`src/rtl/core/mei_pkg.sv`:
```
// Shared types for the escape-time iteration core.
// Holds the controller states and the command and status records
// exchanged between the controller and the datapath.
package mei_pkg;

  typedef enum logic [1:0] {
    ST_IDLE,
    ST_MUL,
    ST_UPD,
    ST_DONE
  } state_t;

  typedef struct packed {
    logic load;
    logic mul;
    logic upd;
    logic finish;
    logic esc_val;
    logic emit;
  } cmd_t;

  typedef struct packed {
    logic at_limit;
    logic big;
    logic sum_ge4;
  } status_t;

  localparam int unsigned REG_MAX_ITER = 0;
  localparam logic [15:0] MAX_ITER_RESET = 16'd256;

endpackage

```
`src/rtl/core/mei_ctrl.sv`:
```
// Controller state machine for the escape-time iteration core.
// Depends on mei_pkg for the state type and the command and status records.
module mei_ctrl (
  input  logic             clk,
  input  logic             rst,
  input  logic             in_valid,
  output logic             in_stall,
  output logic             out_valid,
  input  logic             out_stall,
  input  mei_pkg::status_t status,
  output mei_pkg::cmd_t    cmd
);

  mei_pkg::state_t state, state_next;
  logic            out_valid_next;

  always_ff @(posedge clk) begin
    if (rst) begin
      state     <= mei_pkg::ST_IDLE;
      out_valid <= 1'b0;
    end else begin
      state     <= state_next;
      out_valid <= out_valid_next;
    end
  end

  always_comb begin
    state_next = state;
    cmd        = '0;
    in_stall   = 1'b1;
    unique case (state)
      mei_pkg::ST_IDLE: begin
        in_stall = 1'b0;
        if (in_valid) begin
          cmd.load   = 1'b1;
          state_next = mei_pkg::ST_MUL;
        end
      end
      mei_pkg::ST_MUL: begin
        priority if (status.at_limit) begin
          cmd.finish  = 1'b1;
          cmd.esc_val = 1'b0;
          state_next  = mei_pkg::ST_DONE;
        end else if (status.big) begin
          cmd.finish  = 1'b1;
          cmd.esc_val = 1'b1;
          state_next  = mei_pkg::ST_DONE;
        end else begin
          cmd.mul    = 1'b1;
          state_next = mei_pkg::ST_UPD;
        end
      end
      mei_pkg::ST_UPD: begin
        if (status.sum_ge4) begin
          cmd.finish  = 1'b1;
          cmd.esc_val = 1'b1;
          state_next  = mei_pkg::ST_DONE;
        end else begin
          cmd.upd    = 1'b1;
          state_next = mei_pkg::ST_MUL;
        end
      end
      mei_pkg::ST_DONE: begin
        if (!out_valid || !out_stall) begin
          cmd.emit   = 1'b1;
          state_next = mei_pkg::ST_IDLE;
        end
      end
      default: state_next = mei_pkg::ST_IDLE;
    endcase
  end

  always_comb begin
    out_valid_next = out_valid && out_stall;
    if (cmd.emit) begin
      out_valid_next = 1'b1;
    end
  end

endmodule

```
`config.mk`:
```
export PLATFORM = sky130hd
export DESIGN_NAME = mei_ctrl
export DESIGN_NICKNAME = d
export VERILOG_FILES = /design/src/rtl/core/mei_pkg.sv /design/src/rtl/core/mei_ctrl.sv
export SDC_FILE = /design/constraint.sdc
export NUM_CORES = 1
export LEC_CHECK = 0
export BUFFER_PORTS_ARGS = -buffer_cell sky130_fd_sc_hd__buf_4
export CAP_MARGIN = 20
export CORE_AREA = 5 5 42 44
export CTS_BUF_LIST = sky130_fd_sc_hd__clkbuf_8 sky130_fd_sc_hd__clkbuf_16
export CTS_CLUSTER_DIAMETER = 80
export DETAILED_ROUTE_END_ITERATION = 10
export DIE_AREA = 0 0 47 49
export SLEW_MARGIN = 30
export SYNTH_ARGS = -nofsm -noshare
export SYNTH_HDL_FRONTEND = slang
export SYNTH_SLANG_ARGS = --single-unit
```
`constraint.sdc`:
```
create_clock -name clk -period 2.9 [get_ports clk]
set_input_delay 0.145 -clock clk [delete_from_list [all_inputs] [get_ports clk]]
set_output_delay 0.145 -clock clk [all_outputs]
set_load 0.02 [all_outputs]
```
==> impl_metrics.env <==
export IMPL_leakage_nw=0.2124
export IMPL_yosysWarnings=0
export IMPL_hp_class="in -> reg"
export IMPL_syn_area_um2=275.3
export IMPL_powerDensity_nw_per_um2=956.7
export IMPL_rows=14
export IMPL_grt_pass1_vias=325
export IMPL_synth_most_common_cell="ha_1"
export IMPL_crit_arrival_ps=1400
export IMPL_place_congestion=0.7229
export IMPL_skew_ps=0.4724
export IMPL_r2r_start="state[1]"
export IMPL_cts_tree="yes"
export IMPL_grt_pass1_wl_um=1255
export IMPL_via_count=276
export IMPL_cts_setup_buffers=0
export IMPL_die_area_um2=2303
export IMPL_nNetsFinal=62
export IMPL_cts_hold_buf=0
export IMPL_crit_path_end_kind="primary output"
export IMPL_drt_wl_total_um=648
export IMPL_hold_depth=2
export IMPL_cts_made_buffers=3
export IMPL_diodes=0
export IMPL_r2r_end="state[0]"
export IMPL_synth_nets=43
export IMPL_root_buffer="clkbuf_8"
export IMPL_tightest_slew_ps=222.9
export IMPL_combPwrFrac_pct=54.7
export IMPL_via_per_inst=4.246
export IMPL_rrSetupSlack_ps=1530
export IMPL_synth_edf_count=0
export IMPL_clockPowerShare_pct=27.6
export IMPL_max_cap_viol_count=0
export IMPL_clk_pin_slew_ps=30
export IMPL_async_flop_share_pct=0
export IMPL_chipHeight_um=49
export IMPL_firstDrtPassIters=2
export IMPL_post_route_period_util_pct=53.42
export IMPL_yosysSeqAreaShare_pct=21.82
export IMPL_final_setup_tns_ps=0
export IMPL_synthDistinctLibCells=18
export IMPL_p_seq_share_pct=17.7
export IMPL_hpwl_um=523.7
export IMPL_area_growth_pct=61.82
export IMPL_cp_cell_sequence="inv_1 -> ha_1 -> a21boi_0 -> buf_4"
export IMPL_fmax_ghz=0.6455
export IMPL_hold_viol=0
export IMPL_worst_r2r_cell_count=5
export IMPL_startpoint_type="register"
export IMPL_die_w_um=47
export IMPL_synth_common_cells="5 x ha_1, 3 x a21boi_0, 3 x dfxtp_1, 3 x inv_1"
export IMPL_synth_top_area_share_pct=22.73
export IMPL_avgRoutedWirePerCell_um=9.969
export IMPL_initial_core_util_pct=19.64
export IMPL_layout_drive_gt1_share_pct=44.90
export IMPL_internal_power_mw=0.2589
export IMPL_ctsResizeCount=0
export IMPL_path_class="reg -> out"
export IMPL_drc=0
export IMPL_clock_path_buffers=2
export IMPL_core_area_um2=1401
export IMPL_clkLatencyLatePin_ps=220
export IMPL_ys_flop_type="dfxtp_1"
export IMPL_grt_total_usage_pct=7.882
export IMPL_grt_max_degree=7
export IMPL_cts_htree_levels=1
export IMPL_overflow=0
export IMPL_setup_viol=0
export IMPL_peakVddDrop_mv=0.2684
export IMPL_ant_nets=0
export IMPL_sw_frac_of_total_pct=39.23
export IMPL_critPathBufInv=2
export IMPL_required_ps=2760
export IMPL_yosysTopAreaCell="ha_1"
export IMPL_grt_antenna_before_repair=0
export IMPL_post_route_util_pct=31.79
export IMPL_rsz0062_at_grt="false"
export IMPL_worst_path_max_fanout=6
export IMPL_clock_sinks=3
export IMPL_holdCritStartpoint="rst"
export IMPL_drv_slew=0
export IMPL_worstHoldEndpoint="state[1]"
export IMPL_period_needed_ps=1549
export IMPL_cpMaxStageDelayCell="dfxtp_1"
export IMPL_io_pins=15
export IMPL_path_delay_family="flip-flops"
export IMPL_synthTopCellsByArea="ha_1 23%, dfxtp_1 22%, a21boi_0 8.2%"
export IMPL_dr_first_iter_drc_count=4
export IMPL_ys_ff_latch=3
export IMPL_outcome="complete, no violations"
export IMPL_relSlewSlack_pct=84.98
export IMPL_syn_avg_cell_area_um2=8.879
export IMPL_io_buffers=14
export IMPL_syn_inst=31
export IMPL_slowest_delay_ps=430
export IMPL_p_switching_mw=0.1672
==> power by group through the flow <==
stage                     combinational, mW  clock [mW]  sequential (mW)
after floorplan                       0.162           0           0.0722
after global placement                0.235           0           0.0753
after detailed placement              0.237           0           0.0762
after CTS                             0.238       0.122           0.0756
after global routing                  0.264       0.127           0.0782
final                                 0.233       0.118           0.0753
==> worst max-delay path by stage <==
stage	cells past startpoint	slack, ps	start	end
after floorplan	3	1490	state[0]	cmd[1]
after global placement	5	1560	state[0]	state[0]
after detailed placement	5	1530	state[1]	state[0]
after CTS	4	1330	state[1]	cmd[1]
after global routing	4	1210	state[1]	cmd[1]
final	4	1350	state[1]	cmd[1]
==> routing by layer <==
metal  track usage [%]  wire [µm]
met1             7.675        262
met3             3.690         69
met2             11.09        291
met5                 0          0
met4             8.295         24
==> cell usage in the layout, fill, tap and decap left out <==
cell type,netlist,final
a21oi_1,1,1
nand2_1,1,1
nand3_2,1,1
clkbuf_8,0,3
nand2b_4,1,1
and2_2,1,1
a31oi_1,2,2
and2_4,1,1
buf_4,0,14
a311oi_1,2,2
inv_1,3,4
a21boi_0,3,3
or2_2,1,1
ha_1,5,5
dfxtp_1,3,3
nor2b_1,1,1
nor3b_1,1,1
nand3b_1,1,1
nor2_1,2,2
o21ai_0,1,1
==> registers in the layout, summed over array words and instances, names as in the netlist <==
register,count
out_valid,1
state,2
==> layout make-up <==
class,count,area (µm²)
Clock inverter,1,3.754
Fill cell,160,955.9
Timing Repair Buffer,14,105.1
Clock buffer,3,41.29
Tap cell,16,20.02
Multi-Input combinational cell,25,203.9
Sequential cell,3,60.06
Inverter,3,11.26
==> per-stage QoR <==
step | setup WS [ps] | power [mW] | instance area (µm²) | cells | hold slack (ps)
final | 1351 | 0.4261 | 445.4 | 65 | 103.8
after global routing | 1208 | 0.4686 | 445.4 | 65 | 114.4
after CTS | 1333 | 0.4355 | 445.4 | 65 | 101.0
after detailed placement | 1525 | 0.3129 | 400.4 | 61 | 328.7
after global placement | 1563 | 0.3099 | 400.4 | 61 | 326.6
after floorplan | 1494 | 0.2341 | 275.3 | 31 | 217.1
==> kinds of logic after synthesis <==
kind of cell	share of synthesized area [%]
simple gates	28.64
compound gates	22.72
fa+ha+maj	22.73
buf+inv	4.091
flops	21.82
No activity file was read; power rests on OpenSTA's default activity.
